**src/hw/rtl/tgapsd_pkg.sv**
```systemverilog
`default_nettype none
// ----------------------------------------------------------------------------
// tgapsd_pkg
// Shared types and constants for the Targa pixel stream decoder.
// ----------------------------------------------------------------------------
package tgapsd_pkg;

	typedef struct packed {
		logic [7:0] data_byte;
		logic       start_of_file;
	} byte_item_t;

	typedef struct packed {
		logic       valid;
		byte_item_t item;
	} stage_t;

	typedef struct packed {
		logic [1:0]  kind;
		logic        error_code;
		logic [15:0] image_width;
		logic [15:0] image_height;
		logic [7:0]  red;
		logic [7:0]  green;
		logic [7:0]  blue;
		logic [7:0]  alpha;
		logic [7:0]  repeat_res;
		logic        last_pixel;
	} result_t;

	localparam logic [1:0] KIND_PIXEL   = 2'd0;
	localparam logic [1:0] KIND_HDR_OK  = 2'd1;
	localparam logic [1:0] KIND_HDR_BAD = 2'd2;

	localparam logic ERR_TYPE   = 1'b0;
	localparam logic ERR_FORMAT = 1'b1;

	localparam logic [7:0] TYPE_RAW     = 8'd2;
	localparam logic [7:0] TYPE_RLE     = 8'd10;
	localparam logic [7:0] BPP_24       = 8'd24;
	localparam logic [7:0] BPP_32       = 8'd32;
	localparam logic [7:0] ALPHA_OPAQUE = 8'd255;

	localparam logic [4:0] HDR_ID_LEN    = 5'd0;
	localparam logic [4:0] HDR_CMAP_TYPE = 5'd1;
	localparam logic [4:0] HDR_IMG_TYPE  = 5'd2;
	localparam logic [4:0] HDR_WIDTH_LO  = 5'd12;
	localparam logic [4:0] HDR_WIDTH_HI  = 5'd13;
	localparam logic [4:0] HDR_HEIGHT_LO = 5'd14;
	localparam logic [4:0] HDR_HEIGHT_HI = 5'd15;
	localparam logic [4:0] HDR_BPP       = 5'd16;
	localparam logic [4:0] HDR_DESC      = 5'd17;

	localparam int SCR_BAD_TYPE = 0;
	localparam int SCR_CMAP     = 1;
	localparam int SCR_BAD_BPP  = 2;

endpackage
`default_nettype wire

```
**src/hw/rtl/tgapsd_byte_if.sv**
```systemverilog
`default_nettype none
// ----------------------------------------------------------------------------
// tgapsd_byte_if
// Byte stream channel: one file byte and its start-of-file mark per transaction.
// ----------------------------------------------------------------------------
interface tgapsd_byte_if;
	logic       valid;
	logic       ready;
	logic [7:0] data_byte;
	logic       start_of_file;

	modport source (output valid, output data_byte, output start_of_file, input ready);
	modport sink (input valid, input data_byte, input start_of_file, output ready);
endinterface
`default_nettype wire

```
**src/hw/rtl/tgapsd_result_if.sv**
```systemverilog
`default_nettype none
// ----------------------------------------------------------------------------
// tgapsd_result_if
// Result channel: header status or one pixel run per transaction.
// ----------------------------------------------------------------------------
interface tgapsd_result_if;
	logic        valid;
	logic        ready;
	logic [1:0]  kind;
	logic        error_code;
	logic [15:0] image_width;
	logic [15:0] image_height;
	logic [7:0]  red;
	logic [7:0]  green;
	logic [7:0]  blue;
	logic [7:0]  alpha;
	logic [7:0]  repeat_res;
	logic        last_pixel;

	modport source (output valid, output kind, output error_code, output image_width,
		output image_height, output red, output green, output blue, output alpha,
		output repeat_res, output last_pixel, input ready);
	modport sink (input valid, input kind, input error_code, input image_width,
		input image_height, input red, input green, input blue, input alpha,
		input repeat_res, input last_pixel, output ready);
endinterface
`default_nettype wire

```
**src/hw/rtl/tga_pixel_stream_decoder.sv**
```systemverilog
`default_nettype none
// ----------------------------------------------------------------------------
// tga_pixel_stream_decoder
// Targa type 2 and type 10 decoder that turns a file byte stream into header
// status and RGBA pixel runs.
// ----------------------------------------------------------------------------
// A result is registered when the decoder takes the byte that completes it.
// Throughput: one byte per cycle (input and result registers) while results are taken.
// A pixel takes three or four bytes, plus one packet byte per run-length packet.
// Reset clears the decoder to idle; bytes before a start-of-file mark are dropped.
module tga_pixel_stream_decoder (
	input  wire logic        clk,
	input  wire logic        arst_n,
	tgapsd_byte_if.sink      stream,
	tgapsd_result_if.source  result
);
	import tgapsd_pkg::*;

	stage_t s1;
	logic   take;

	tgapsd_in_stage u_in_stage (
		.clk    (clk),
		.arst_n (arst_n),
		.stream (stream),
		.take   (take),
		.s1     (s1)
	);

	tgapsd_decode u_decode (
		.clk    (clk),
		.arst_n (arst_n),
		.s1     (s1),
		.take   (take),
		.result (result)
	);
endmodule
`default_nettype wire

```
**src/hw/rtl/tgapsd_in_stage.sv**
```systemverilog
`default_nettype none
// ----------------------------------------------------------------------------
// tgapsd_in_stage
// Input register that holds one byte until the decoder takes it.
// ----------------------------------------------------------------------------
module tgapsd_in_stage (
	input  wire logic            clk,
	input  wire logic            arst_n,
	tgapsd_byte_if.sink          stream,
	input  wire logic            take,
	output tgapsd_pkg::stage_t   s1
);
	import tgapsd_pkg::*;

	logic       valid_s1;
	byte_item_t item_s1;

	assign stream.ready = !valid_s1 || take;

	always_ff @(posedge clk or negedge arst_n) begin
		if (!arst_n) begin
			valid_s1 <= 1'b0;
		end else if (stream.ready) begin
			valid_s1 <= stream.valid;
		end
	end

	always_ff @(posedge clk) begin
		if (stream.ready && stream.valid) begin
			item_s1.data_byte     <= stream.data_byte;
			item_s1.start_of_file <= stream.start_of_file;
		end
	end

	assign s1.valid = valid_s1;
	assign s1.item  = item_s1;
endmodule
`default_nettype wire

```
**src/hw/rtl/tgapsd_decode.sv**
```systemverilog
`default_nettype none
// ----------------------------------------------------------------------------
// tgapsd_decode
// Header parser, ID skip and pixel packet decoder with the result register.
// ----------------------------------------------------------------------------
module tgapsd_decode (
	input  wire logic            clk,
	input  wire logic            arst_n,
	input  wire tgapsd_pkg::stage_t s1,
	output logic                 take,
	tgapsd_result_if.source      result
);
	import tgapsd_pkg::*;

	localparam logic [2:0] PH_IDLE   = 3'd0;
	localparam logic [2:0] PH_HEADER = 3'd1;
	localparam logic [2:0] PH_IDSKIP = 3'd2;
	localparam logic [2:0] PH_PIXELS = 3'd3;
	localparam logic [2:0] PH_DONE   = 3'd4;

	logic [2:0]  phase_q, phase_d;
	logic [4:0]  idx_q, idx_d;
	logic        is_rle_q, is_rle_d;
	logic        four_q, four_d;
	logic [7:0]  id_left_q, id_left_d;
	logic [15:0] width_q, width_d;
	logic [15:0] height_q, height_d;
	logic [31:0] area_q;
	logic [31:0] pix_left_q, pix_left_d;
	logic [7:0]  pkt_left_q, pkt_left_d;
	logic        run_q, run_d;
	logic [1:0]  cidx_q, cidx_d;
	logic [7:0]  blue_q, blue_d;
	logic [7:0]  green_q, green_d;
	logic [7:0]  red_q, red_d;
	logic [2:0]  scr_q, scr_d;

	logic        out_valid_q;
	result_t     res_q;
	result_t     res_d;
	logic        res_vld;

	logic [7:0]  b;
	logic [2:0]  e_phase;
	logic [4:0]  e_idx;
	logic [2:0]  e_scr;
	logic [7:0]  pix_rep;
	logic [7:0]  pix_clip;
	logic [31:0] pix_rest;
	logic        pix_last_byte;
	logic [7:0]  id_dec;

	assign take = s1.valid && (!out_valid_q || result.ready);
	assign b    = s1.item.data_byte;

	assign e_phase = s1.item.start_of_file ? PH_HEADER : phase_q;
	assign e_idx   = s1.item.start_of_file ? 5'd0 : idx_q;
	assign e_scr   = s1.item.start_of_file ? 3'd0 : scr_q;

	assign pix_rep       = (is_rle_q && run_q) ? pkt_left_q : 8'd1;
	assign pix_clip      = ({24'd0, pix_rep} > pix_left_q) ? pix_left_q[7:0] : pix_rep;
	assign pix_rest      = pix_left_q - {24'd0, pix_clip};
	assign pix_last_byte = (cidx_q == (four_q ? 2'd3 : 2'd2));
	assign id_dec        = id_left_q - 8'd1;

	always_comb begin
		phase_d    = e_phase;
		idx_d      = e_idx;
		is_rle_d   = is_rle_q;
		four_d     = four_q;
		id_left_d  = id_left_q;
		width_d    = width_q;
		height_d   = height_q;
		pix_left_d = pix_left_q;
		pkt_left_d = pkt_left_q;
		run_d      = run_q;
		cidx_d     = cidx_q;
		blue_d     = blue_q;
		green_d    = green_q;
		red_d      = red_q;
		scr_d      = e_scr;
		res_vld    = 1'b0;
		res_d      = '0;
		case (e_phase)
			PH_HEADER: begin
				idx_d = e_idx + 5'd1;
				case (e_idx)
					HDR_ID_LEN: id_left_d = b;
					HDR_CMAP_TYPE: begin
						if (b != 8'd0) scr_d[SCR_CMAP] = 1'b1;
					end
					HDR_IMG_TYPE: begin
						if (b == TYPE_RAW) is_rle_d = 1'b0;
						else if (b == TYPE_RLE) is_rle_d = 1'b1;
						else scr_d[SCR_BAD_TYPE] = 1'b1;
					end
					HDR_WIDTH_LO: width_d[7:0] = b;
					HDR_WIDTH_HI: width_d[15:8] = b;
					HDR_HEIGHT_LO: height_d[7:0] = b;
					HDR_HEIGHT_HI: height_d[15:8] = b;
					HDR_BPP: begin
						if (b == BPP_24) four_d = 1'b0;
						else if (b == BPP_32) four_d = 1'b1;
						else scr_d[SCR_BAD_BPP] = 1'b1;
					end
					HDR_DESC: begin
						res_vld = 1'b1;
						if (e_scr[SCR_BAD_TYPE]) begin
							res_d.kind       = KIND_HDR_BAD;
							res_d.error_code = ERR_TYPE;
							phase_d          = PH_DONE;
						end else if (e_scr[SCR_CMAP] || e_scr[SCR_BAD_BPP]) begin
							res_d.kind       = KIND_HDR_BAD;
							res_d.error_code = ERR_FORMAT;
							phase_d          = PH_DONE;
						end else begin
							res_d.kind         = KIND_HDR_OK;
							res_d.image_width  = width_q;
							res_d.image_height = height_q;
							if (width_q == 16'd0 || height_q == 16'd0) begin
								res_d.last_pixel = 1'b1;
								phase_d          = PH_DONE;
							end else if (id_left_q != 8'd0) begin
								phase_d = PH_IDSKIP;
							end else begin
								pix_left_d = area_q;
								pkt_left_d = 8'd0;
								run_d      = 1'b0;
								cidx_d     = 2'd0;
								phase_d    = PH_PIXELS;
							end
						end
					end
					default: ;
				endcase
			end
			PH_IDSKIP: begin
				id_left_d = id_dec;
				if (id_dec == 8'd0) begin
					pix_left_d = area_q;
					pkt_left_d = 8'd0;
					run_d      = 1'b0;
					cidx_d     = 2'd0;
					phase_d    = PH_PIXELS;
				end
			end
			PH_PIXELS: begin
				if (is_rle_q && pkt_left_q == 8'd0) begin
					pkt_left_d = {1'b0, b[6:0]} + 8'd1;
					run_d      = b[7];
					cidx_d     = 2'd0;
				end else begin
					case (cidx_q)
						2'd0: blue_d = b;
						2'd1: green_d = b;
						2'd2: red_d = b;
						default: ;
					endcase
					if (!pix_last_byte) begin
						cidx_d = cidx_q + 2'd1;
					end else begin
						cidx_d = 2'd0;
						if (is_rle_q) begin
							pkt_left_d = run_q ? 8'd0 : pkt_left_q - 8'd1;
						end
						pix_left_d       = pix_rest;
						res_vld          = 1'b1;
						res_d.kind       = KIND_PIXEL;
						res_d.red        = (cidx_q == 2'd2) ? b : red_q;
						res_d.green      = green_q;
						res_d.blue       = blue_q;
						res_d.alpha      = four_q ? b : ALPHA_OPAQUE;
						res_d.repeat_res = pix_clip;
						if (pix_rest == 32'd0) begin
							res_d.last_pixel = 1'b1;
							phase_d          = PH_DONE;
						end
					end
				end
			end
			default: ;
		endcase
	end

	always_ff @(posedge clk or negedge arst_n) begin
		if (!arst_n) begin
			phase_q     <= PH_IDLE;
			idx_q       <= '0;
			is_rle_q    <= 1'b0;
			four_q      <= 1'b0;
			id_left_q   <= '0;
			width_q     <= '0;
			height_q    <= '0;
			pix_left_q  <= '0;
			pkt_left_q  <= '0;
			run_q       <= 1'b0;
			cidx_q      <= '0;
			blue_q      <= '0;
			green_q     <= '0;
			red_q       <= '0;
			scr_q       <= '0;
			out_valid_q <= 1'b0;
		end else begin
			if (take) begin
				phase_q    <= phase_d;
				idx_q      <= idx_d;
				is_rle_q   <= is_rle_d;
				four_q     <= four_d;
				id_left_q  <= id_left_d;
				width_q    <= width_d;
				height_q   <= height_d;
				pix_left_q <= pix_left_d;
				pkt_left_q <= pkt_left_d;
				run_q      <= run_d;
				cidx_q     <= cidx_d;
				blue_q     <= blue_d;
				green_q    <= green_d;
				red_q      <= red_d;
				scr_q      <= scr_d;
			end
			if (take && res_vld) begin
				out_valid_q <= 1'b1;
			end else if (result.ready) begin
				out_valid_q <= 1'b0;
			end
		end
	end

	// The pixel count is formed from the registered size, which is settled two
	// header bytes before it is needed.
	always_ff @(posedge clk) begin
		area_q <= {16'd0, width_q} * {16'd0, height_q};
		if (take && res_vld) begin
			res_q <= res_d;
		end
	end

	assign result.valid        = out_valid_q;
	assign result.kind         = res_q.kind;
	assign result.error_code   = res_q.error_code;
	assign result.image_width  = res_q.image_width;
	assign result.image_height = res_q.image_height;
	assign result.red          = res_q.red;
	assign result.green        = res_q.green;
	assign result.blue         = res_q.blue;
	assign result.alpha        = res_q.alpha;
	assign result.repeat_res   = res_q.repeat_res;
	assign result.last_pixel   = res_q.last_pixel;

	a_empty_image_done: assert property (@(posedge clk) disable iff (!arst_n)
		take && res_vld && res_d.kind == KIND_HDR_OK && res_d.last_pixel |=> phase_q == PH_DONE)
		else $error("empty image did not end decoding");

	a_pixels_left_nonzero: assert property (@(posedge clk) disable iff (!arst_n)
		phase_q == PH_PIXELS |-> pix_left_q != 32'd0)
		else $error("pixel phase with no pixels left");

	a_pixels_left_falls: assert property (@(posedge clk) disable iff (!arst_n)
		phase_q == PH_PIXELS && $past(phase_q) == PH_PIXELS |-> pix_left_q <= $past(pix_left_q))
		else $error("pixel count grew during the image");

	a_packet_bound: assert property (@(posedge clk) disable iff (!arst_n)
		pkt_left_q <= 8'd128)
		else $error("packet count out of range");
endmodule
`default_nettype wire
```
**src/flat_wrapper.sv**
```systemverilog
// flat-port wrapper written by rule: the top's interface ports become plain ports
module tga_pixel_stream_decoder_flat import tgapsd_pkg::*;
  (clk, arst_n, stream_valid, stream_data_byte, stream_start_of_file, stream_ready, result_valid, result_kind, result_error_code, result_image_width, result_image_height, result_red, result_green, result_blue, result_alpha, result_repeat_res, result_last_pixel, result_ready);
  tgapsd_byte_if stream_i ();
  tgapsd_result_if result_i ();
  input  wire logic clk;
  input  wire logic arst_n;
  input wire logic [$bits(stream_i.valid)-1:0] stream_valid;
  input wire logic [$bits(stream_i.data_byte)-1:0] stream_data_byte;
  input wire logic [$bits(stream_i.start_of_file)-1:0] stream_start_of_file;
  output wire logic [$bits(stream_i.ready)-1:0] stream_ready;
  output wire logic [$bits(result_i.valid)-1:0] result_valid;
  output wire logic [$bits(result_i.kind)-1:0] result_kind;
  output wire logic [$bits(result_i.error_code)-1:0] result_error_code;
  output wire logic [$bits(result_i.image_width)-1:0] result_image_width;
  output wire logic [$bits(result_i.image_height)-1:0] result_image_height;
  output wire logic [$bits(result_i.red)-1:0] result_red;
  output wire logic [$bits(result_i.green)-1:0] result_green;
  output wire logic [$bits(result_i.blue)-1:0] result_blue;
  output wire logic [$bits(result_i.alpha)-1:0] result_alpha;
  output wire logic [$bits(result_i.repeat_res)-1:0] result_repeat_res;
  output wire logic [$bits(result_i.last_pixel)-1:0] result_last_pixel;
  input wire logic [$bits(result_i.ready)-1:0] result_ready;
  assign stream_i.valid = stream_valid;
  assign stream_i.data_byte = stream_data_byte;
  assign stream_i.start_of_file = stream_start_of_file;
  assign stream_ready = stream_i.ready;
  assign result_valid = result_i.valid;
  assign result_kind = result_i.kind;
  assign result_error_code = result_i.error_code;
  assign result_image_width = result_i.image_width;
  assign result_image_height = result_i.image_height;
  assign result_red = result_i.red;
  assign result_green = result_i.green;
  assign result_blue = result_i.blue;
  assign result_alpha = result_i.alpha;
  assign result_repeat_res = result_i.repeat_res;
  assign result_last_pixel = result_i.last_pixel;
  assign result_i.ready = result_ready;
  tga_pixel_stream_decoder u_core (.clk(clk), .arst_n(arst_n), .stream(stream_i), .result(result_i));
endmodule
```
**config.mk**
```make
export PLATFORM = sky130hd
export DESIGN_NAME = tga_pixel_stream_decoder_flat
export DESIGN_NICKNAME = d
export VERILOG_FILES = /design/src/hw/rtl/tgapsd_pkg.sv /design/src/hw/rtl/tgapsd_byte_if.sv /design/src/hw/rtl/tgapsd_result_if.sv /design/src/hw/rtl/tga_pixel_stream_decoder.sv /design/src/hw/rtl/tgapsd_in_stage.sv /design/src/hw/rtl/tgapsd_decode.sv /design/src/flat_wrapper.sv
export SDC_FILE = /design/constraint.sdc
export NUM_CORES = 1
export LEC_CHECK = 0
export ABC_AREA = 1
export BUFFER_PORTS_ARGS = -buffer_cell sky130_fd_sc_hd__clkbuf_2
export CAP_MARGIN = 10
export CELL_PAD_IN_SITES_DETAIL_PLACEMENT = 0
export CELL_PAD_IN_SITES_GLOBAL_PLACEMENT = 1
export CORE_AREA = 2 2 340 174
export DETAILED_ROUTE_END_ITERATION = 6
export DIE_AREA = 0 0 342 176
export HOLD_SLACK_MARGIN = 0.05
export PLACE_DENSITY_LB_ADDON = 0.1
export SLEW_MARGIN = 20
export SYNTH_ARGS = -nofsm -noshare
export SYNTH_HDL_FRONTEND = slang
export SYNTH_HIERARCHICAL = 1
export SYNTH_SLANG_ARGS = --single-unit
```
**constraint.sdc**
```tcl
create_clock -name clk -period 17.5 [get_ports clk]
set_input_delay 2.625 -clock clk [delete_from_list [all_inputs] [get_ports clk]]
set_output_delay 2.625 -clock clk [all_outputs]
set_load 0.005 [all_outputs]
```
==> results of run 1 <==
## worst max path at each step
| stage | slack, ns | end | from |
|---|---|---|---|
| after floorplan | 6.69 | u_core/u_decode/result.alpha[0] | result_ready |
| after global placement | 11.03 | u_core/u_decode/area_q[29] | u_core/u_decode/height_q[1] |
| after detailed placement | 10.96 | u_core/u_decode/area_q[29] | u_core/u_decode/width_q[9] |
| after CTS | 10.96 | u_core/u_decode/area_q[29] | u_core/u_decode/width_q[9] |
| after global routing | 10.49 | u_core/u_decode/area_q[30] | u_core/u_decode/width_q[12] |
| final | 10.94 | u_core/u_decode/area_q[29] | u_core/u_decode/width_q[11] |
## registers in the layout, summed over array words and instances, names as in the netlist, 9 cells and up
| register | cells |
|---|---|
| u_core/u_decode/area_q | 32 |
| u_core/u_decode/pix_left_q | 32 |
| u_core/u_decode/height_q | 16 |
| u_core/u_decode/result.image_height | 16 |
| u_core/u_decode/result.image_width | 16 |
| u_core/u_decode/width_q | 16 |
| u_core/u_in_stage/s1 | 9 |
## power by group through the flow
| stage | logic (mW) | clock network, mW | registers (mW) |
|---|---|---|---|
| 4_1_cts | 0.503 | 0.589 | 0.677 |
| 3_3_place_gp | 0.503 | 0 | 0.689 |
| 3_5_place_dp | 0.501 | 0 | 0.687 |
| 5_1_grt | 0.578 | 0.614 | 0.684 |
| 6_report | 0.503 | 0.569 | 0.677 |
| 2_1_floorplan | 0.379 | 0 | 0.670 |
## routing by layer
layer	track usage, %	up-vias
met3	1.91	57
met4	3.33	0
met1	29.2	7450
li1	-	7475
met5	0	-
met2	30.9	234
## cell usage after synthesis, drive strengths merged
cell       n
nand2    540
inv      524
nor2     217
fa       195
o21ai    167
ha       129
dfrtp    122
edfxtp    85
a21oi     71
nand3     68
clkbuf    63
buf       38
dfxtp     32
xor2      32
o22ai     24
nand4     21
nor3      14
nor4      14
xnor2     12
a22oi      5
clkinv     4
o211ai     4
a211oi     3
o21bai     3
o221ai     3
a21boi     2
a31oi      2
a32oi      2
nand3b     2
o311ai     2
a2111oi    1
a32o       1
mux2i      1
nor3b      1
o21a       1
o31ai      1
o41ai      1
or2        1
## worst max-delay path, stage by stage (launching register included)
cell and delay [ns]:
dfrtp_1 0.93, nand2_1 0.18, fa_1 0.57, inv_1 0.05, fa_1 0.57, fa_1 0.45
fa_1 0.54, inv_1 0.05, fa_1 0.47, inv_1 0.05, fa_1 0.43, ha_1 0.38
nand2_1 0.07, inv_1 0.05, nand2_1 0.04, nand2_1 0.10, inv_1 0.06, o21ai_1 0.19
nand2_1 0.10, a21oi_1 0.24, a21boi_1 0.17, o21ai_0 0.31, a21oi_1 0.15, o21bai_1 0.18
xor2_1 0.15
## logic make-up after synthesis
kind of cell | count (synthesis)
flip-flops | 239
buffers and inverters | 629
XOR/XNOR | 44
AO/OA/AOI/OAI | 293
AND/OR/NAND/NOR | 878
multiplexers | 1
adder cells (fa/ha/maj) | 324
## through the flow
step,hold slack [ns],util [%]
global route,0.500,38.5
floorplan,0.448,-
detailed placement,0.469,36.9
finish,0.485,38.5
global placement,0.462,36.9
CTS,0.485,38.5
## cell type report
type | instances | area share [%]
inverter | 528 | 9.05
timing repair buffer | 114 | 2.89
sequential | 239 | 28.5
clock buffer | 37 | 3.48
clock inverter | 11 | 0.480
tap | 768 | 4.39
multi-input combinational | 1540 | 51.2
==> results.tsv, run 1 <==
stage	metric	value	unit
setup_path	R2R depth	24	
drt	uppermost layer routed	met4	
setup_path	worst-path fanout max	19	
sta	Worst Max-Slew Pin Slew	1.01	ns
logic_synthesis	number of library cell types mapped by synthesis	53	
logic_synthesis	post-synthesis xor/xnor area fraction	1.94	%
global_routing	initial antenna violation count	0	
sta	final worst slack	10.94	ns
clock_network	Num CTS Buffers	26	
drt	Vias/cell	4.70	
clock_network	cts repair resizes	0	
floorplanning	Site Rows	62	
sta	Final Skew	0.0138	ns
cells_and_area	commonest cells after routing, fill and taps aside	nand2_1 (523), inv_1 (517), nor2_1 (206), fa_1 (195), o21ai_0 (157)	
flow_run	max cap viols	0	
power	sw frac	37.1	%
logic_synthesis	Yosys top cell area share	19.7	%
setup_path	CP Launch Type	flip-flop	
floorplanning	die width	342	um
global_routing	total grt overflow	0	
drt	final WL	56800	um
outcome	status	finished, final reports clean	
logic_synthesis	Compound-Gate Fraction of Synth Area	8.09	%
place	dpl ws	10.96	ns
global_routing	number of global-route vias before repair	15900	
power	pwr/cell area	79.9	nW/um2
drt	WL met1	29000	um
drt	met3 WL	1940	um
logic_synthesis	Yosys top cell by area	fa_1	
sta	relative slew slack	32.3	%
floorplanning	starting density of the core	34.8	%
global_routing	global-route usage over all layers	19.5	%
logic_synthesis	Synth Area in Simple Gates	18.6	%
logic_synthesis	post-synthesis adder-cell area fraction	27.8	%
floorplanning	Ports	91	
sta	RSZ-0062 raised after global routing	no	
clock_network	maximum root-to-sink buffer count	3	
drt	DRC viols	0	
logic_synthesis	ranking of synthesized cells by area	fa_1 (20%), dfrtp_1 (15%), edfxtp_1 (13%), nand2_1 (9.9%), inv_1 (9.8%)	
power	Final Power	1.75	mW
clock_network	Clk Latency, worst-skew pair	0.57	ns
place	Cells after DPL	3189	
cells_and_area	design area	21900	um2
cells_and_area	Layout area overhead	10.5	%
drt	drt pass-1 iters	5	
clock_network	Setup Buffers After CTS	0	
floorplanning	Die ar.	60200	um2
clock_network	clk slew on worst S/H paths	0.06	ns
drt	initial drt markers	775	
worst_hold_path	hold wc startpoint	u_core/u_decode/blue_q[0]	
logic_synthesis	FF+latch count, synth	239	
sta	setup TNS	0	ns
cells_and_area	multi-input logic area	11200	um2
sta	fmax	153	MHz
setup_path	critical path arrival	7.05	ns
worst_hold_path	WHS Endpoint	u_core/u_decode/blue_q[0]	
worst_hold_path	hold path cells	2	
logic_synthesis	Avg Cell Area, Syn	8.23	um2
clock_network	root buf cell	clkbuf_16	
setup_path	reg2reg setup slack	10.94	ns
logic_synthesis	register area share after synthesis	31.5	%
logic_synthesis	Yosys warnings	6	
logic_synthesis	largest family of logic cells by synthesized area	adder cells	
sta	final worst-path cycle share	37.5	%
place	Post-DP Area	21000	um2
place	routability cong.	0.818	
worst_hold_path	hold crit path type	flip-flop to flip-flop	
cells_and_area	commonest non-fill, non-tap cell in the layout	nand2_1	
power	Logic pwr share	28.8	%
logic_synthesis	Post-Syn Area	19800	um2
setup_path	CP Class	flip-flop to flip-flop	
logic_synthesis	synthesized instance count	2408	
setup_path	Reg2Reg Capture Point	u_core/u_decode/area_q[29]	
logic_synthesis	Syn Nets	2745	
sta	setup violators final	0	
power	Power Internal	1.10	mW
power	LEAKAGE	10.9	nW
setup_path	Crit path required time	17.99	ns
cells_and_area	Fillers	6014	
floorplanning	chip height	176	um
power	net switching power	0.648	mW
drt	DR WL met2	25000	um
global_routing	largest net degree at the start of global routing	65	
power	Clk network pwr share	32.5	%
cells_and_area	flip-flop and latch area	6250	um2
cells_and_area	nets@finish	2786	
sta	Final Hold Fails	0	
clock_network	CTS tree	yes	
drt	DR WL/cell	17.6	um
cells_and_area	share of cells above drive strength 1	8.51	%
setup_path	FF-to-FF Start	u_core/u_decode/width_q[11]	
cells_and_area	Antenna Cells	0	
floorplanning	Core ar.	56900	um2
power	register share of total power	38.7	%
logic_synthesis	post-synthesis mux area share	0.0505	%
sta	Period minus WS final	6.56	ns
sta	max-slew violation count	0	
power	maximum VDD drop	0.0626	mV
drt	post-route ant nets	0	
cells_and_area	non-filler cells, final	3237	
clock_network	cts hold-fix bufs	0	
drt	routed vias	15200	
place	Port Buffer Count	90	
setup_path	Setup crit end kind	flip-flop	
clock_network	CTS Sinks	239	
place	DP Wirelength	43000	um
global_routing	first-pass GRT wire length	91300	um
clock_network	CTS H-tree depth	1	
Power figures use the tool's default switching activity.
==> inputs of run 2 (changes only) <==
--- a/config.mk
+++ b/config.mk
@@ -5,14 +5,14 @@
 export SDC_FILE = /design/constraint.sdc
 export NUM_CORES = 1
 export LEC_CHECK = 0
-export ABC_AREA = 1
+export ABC_AREA = 0
 export BUFFER_PORTS_ARGS = -buffer_cell sky130_fd_sc_hd__clkbuf_2
 export CAP_MARGIN = 10
 export CELL_PAD_IN_SITES_DETAIL_PLACEMENT = 0
 export CELL_PAD_IN_SITES_GLOBAL_PLACEMENT = 1
-export CORE_AREA = 2 2 340 174
+export CORE_AREA = 2 2 341 174
 export DETAILED_ROUTE_END_ITERATION = 6
-export DIE_AREA = 0 0 342 176
+export DIE_AREA = 0 0 343 176
 export HOLD_SLACK_MARGIN = 0.05
 export PLACE_DENSITY_LB_ADDON = 0.1
 export SLEW_MARGIN = 20
==> constraint.sdc (replaced) <==
create_clock -name clk -period 6.7 [get_ports clk]
set_input_delay 1.005 -clock clk [delete_from_list [all_inputs] [get_ports clk]]
set_output_delay 1.005 -clock clk [all_outputs]
set_load 0.005 [all_outputs]
==> results.tsv, run 2 <==
stage	metric	value	unit	change
setup_path	CP max stage cell	fa_1		
power	maximum VDD drop	0.180	mV	+190%
floorplanning	Site Rows	62		unchanged
floorplanning	die width	343	um	+0.29%
cells_and_area	Layout area overhead	15.6	%	
power	Final Power	4.60	mW	+160%
drt	DR WL/cell	19.3	um	+9.8%
sta	setup violators final	0		unchanged
logic_synthesis	Yosys warnings	6		unchanged
cells_and_area	flip-flop and latch area	6260	um2	+0.26%
global_routing	largest net degree at the start of global routing	66		+1.5%
flow_run	max cap viols	0		unchanged
place	routability cong.	0.864		+5.6%
logic_synthesis	number of library cell types mapped by synthesis	84		+58%
sta	fmax	156	MHz	+2.3%
clock_network	CTS H-tree depth	1		unchanged
cells_and_area	multi-input logic area	12300	um2	+9.9%
power	LEAKAGE	10.3	nW	-5.3%
clock_network	root buf cell	clkbuf_16		
sta	setup TNS	0	ns	unchanged
floorplanning	Core ar.	57100	um2	+0.27%
place	dpl ws	-0.000653	ns	-10.97 ns
setup_path	worst-path cell chain	and2_1, fa_1, inv_1, fa_1, fa_1, fa_1, fa_1, inv_1, fa_1, ha_1, a21o_1, a21o_1, a221o_1, a21oi_1, nor2_1, a221o_1, o41ai_2, o21ai_0, o41ai_2, xnor2_1		
sta	final worst slack	0.290	ns	-10.65 ns
setup_path	CP Class	flip-flop to flip-flop		
logic_synthesis	post-synthesis xor/xnor area fraction	2.06	%	+0.12 points
drt	post-route ant nets	0		unchanged
sta	final worst-path cycle share	95.7	%	+58 points
floorplanning	Ports	91		unchanged
logic_synthesis	top cells by count, synth	nand2_1 (316), inv_1 (268), fa_1 (195)		
clock_network	clk slew on worst S/H paths	0.06	ns	about the same
global_routing	first-pass GRT wire length	93200	um	+2.1%
floorplanning	starting density of the core	34.9	%	+0.13 points
outcome	status	finished, final reports clean		
drt	initial drt markers	922		+19%
logic_synthesis	synthesized instance count	2177		-9.6%
clock_network	CTS tree	yes		
setup_path	most frequent CP cell	fa_1		
setup_path	CP Launch Type	flip-flop		
place	Post-DP Area	21900	um2	+4.3%
setup_path	CP delay by family, top	adder cells		
logic_synthesis	Post-synth EDFFs	85		unchanged
worst_hold_path	hold crit path type	input pin to asynchronous set/reset pin		
logic_synthesis	Yosys top cell area share	19.6	%	-0.13 points
sta	relative slew slack	31.3	%	-0.98 points
logic_synthesis	post-synthesis mux area share	0.709	%	+0.66 points
clock_network	Clk Latency, worst-skew pair	0.58	ns	about the same
floorplanning	Die ar.	60400	um2	+0.29%
sta	Final Skew	0.0178	ns	+0.00392 ns
drt	DRC viols	0		unchanged
logic_synthesis	Synth Area in Simple Gates	19.3	%	+0.69 points
cells_and_area	Largest regs	u_core/u_decode/area_q: 32 flops, u_core/u_decode/pix_left_q: 32 flops		
logic_synthesis	Compound-Gate Fraction of Synth Area	11.4	%	+3.3 points
global_routing	global-route usage over all layers	19.9	%	+0.43 points
cells_and_area	share of cells above drive strength 1	13.7	%	+5.2 points
logic_synthesis	top-count cell post-synth	nand2_1		
logic_synthesis	register area share after synthesis	31.3	%	-0.21 points
setup_path	worst-path fanout max	9		-10
global_routing	initial antenna violation count	0		unchanged
global_routing	total grt overflow	0		unchanged
logic_synthesis	Post-Syn Area	20000	um2	+0.66%
clock_network	Num CTS Buffers	27		+3.8%
drt	final WL	59700	um	+5.0%
global_routing	number of global-route vias before repair	15800		-0.53%
setup_path	CP peak stage delay	0.56	ns	-0.37 ns
cells_and_area	nets@finish	2644		-5.1%
setup_path	Crit path required time	7.15	ns	-10.84 ns
drt	routed vias	15700		+3.3%
logic_synthesis	asr flop ratio synth	51.0	%	unchanged
logic_synthesis	post-synthesis adder-cell area fraction	27.8	%	-0.081 points
setup_path	critical path arrival	6.86	ns	-0.19 ns
sta	max-slew violation count	0		unchanged
sta	Final Hold Fails	0		unchanged
logic_synthesis	Avg Cell Area, Syn	9.16	um2	+11%
setup_path	reg2reg setup slack	0.29	ns	-10.65 ns
logic_synthesis	Primary FF master, synth	dfrtp_1		
clock_network	cts hold-fix bufs	0		unchanged
cells_and_area	design area	23100	um2	+5.3%
logic_synthesis	FF+latch count, synth	239		unchanged
place	DP Wirelength	45900	um	+6.7%
sta	Worst Max-Slew Pin Slew	1.02	ns	+0.0171 ns
power	pwr/cell area	199	nW/um2	+150%
clock_network	maximum root-to-sink buffer count	3		unchanged
logic_synthesis	ranking of synthesized cells by area	fa_1 (20%), dfrtp_1 (15%), edfxtp_1 (13%), ha_1 (8.1%), nand2_1 (5.9%)		
place	Port Buffer Count	90		unchanged
drt	Vias/cell	5.08		+8.0%
logic_synthesis	Yosys top cell by area	fa_1		
setup_path	Setup crit end kind	flip-flop		
cells_and_area	commonest cells after routing, fill and taps aside	nand2_1 (316), inv_1 (268), fa_1 (195), o21ai_0 (133), and2_1 (132)		
cells_and_area	commonest non-fill, non-tap cell in the layout	nand2_1		
clock_network	CTS Sinks	239		unchanged
logic_synthesis	Syn Nets	2514		-8.4%
cells_and_area	Fillers	5868		-2.4%
sta	Period minus WS final	6.41	ns	-0.147 ns
drt	drt pass-1 iters	5		unchanged
floorplanning	chip height	176	um	unchanged
logic_synthesis	largest family of logic cells by synthesized area	adder cells		
setup_path	CP Buf/Inv Count	2		-3
-- run 2: cell count changes after synthesis, sizes merged, moves of 32 or more --
| cell | previous run | this run |
|---|---|---|
| a21oi | 71 | 103 |
| and2 | 0 | 134 |
| and3 | 0 | 32 |
| clkbuf | 63 | 117 |
| inv | 524 | 268 |
| nand2 | 540 | 316 |
| nand3 | 68 | 31 |
| nor2 | 217 | 124 |
| o21ai | 167 | 134 |
-- run 2: final timing paths --
kind	from	to	cells past startpoint
setup / recovery	u_core/u_decode/height_q[10]	u_core/u_decode/area_q[31]	20
hold / removal	arst_n	u_core/u_decode/pix_left_q[7]	1
setup reg to reg	u_core/u_decode/height_q[10]	u_core/u_decode/area_q[31]	20
hold reg to reg	u_core/u_decode/green_q[5]	u_core/u_decode/green_q[5]	2
max in group asynchronous	arst_n	u_core/u_decode/width_q[8]	2
min in group clk	u_core/u_decode/green_q[5]	u_core/u_decode/green_q[5]	2
-- run 2: final cells by class --
class                   instances  share of cell area (%)
inverters                     271                    4.41
multi-input cells            1542                    53.5
flip-flops and latches        239                    27.2
clock inverters                17                   0.716
clock buffers                  33                    3.11
diodes                          1                  0.0109
well taps                     768                    4.17
repair buffers                226                    6.97
-- run 2: layer usage --
metal	vias to the layer above	global-route usage, %	routed length [um]	share of wire, %
li1	7468	-	-	-
met3	53	2.50	2290	3.8
met5	-	0	0	0
met1	7929	30.1	30000	50
met4	0	3.37	918	1.5
met2	271	30.9	26400	44
-- run 2: cells by family after synthesis --
group / after synthesis
fa+ha+maj: 326
compound gates: 371
buf+inv: 397
simple gates: 783
mux: 14
flops: 239
xor+xnor: 47
-- run 2: report_power, final --
part	total, mW	leakage, nW	switching, mW	internal [mW]
Combinational	1.25	7.21	0.794	0.451
Sequential	1.83	2.66	0.180	1.65
Clock	1.52	0.440	0.672	0.850
Total	4.60	10.3	1.65	2.95
-- run 2: through the flow --
step | std cells | utilization, % | hold slack (ns)
floorplan | 2177 | - | 0.442
global placement | 3030 | 38.4 | 0.455
detailed placement | 3030 | 38.4 | 0.463
CTS | 3080 | 40.0 | 0.442
global route | 3096 | 40.4 | 0.497
finish | 3097 | 40.4 | 0.461
-- run 2: repair_timing --
item,CTS,global route
resized for setup,3,20
setup endpoints to repair,1,6
cloned,0,1
buffers inserted,0,15
pin swaps,0,4
-- run 2: worst reg2reg max path, stage by stage (launching register included) --
cell     delay [ns]
dfrtp_1        0.54
and2_1         0.24
fa_1           0.55
inv_1          0.07
fa_1           0.56
fa_1           0.45
fa_1           0.40
fa_1           0.51
inv_1          0.05
fa_1           0.43
ha_1           0.29
a21o_1         0.18
a21o_1         0.18
a221o_1        0.35
a21oi_1        0.22
nor2_1         0.08
a221o_1        0.30
o41ai_2        0.25
o21ai_0        0.23
o41ai_2        0.30
xnor2_1        0.11
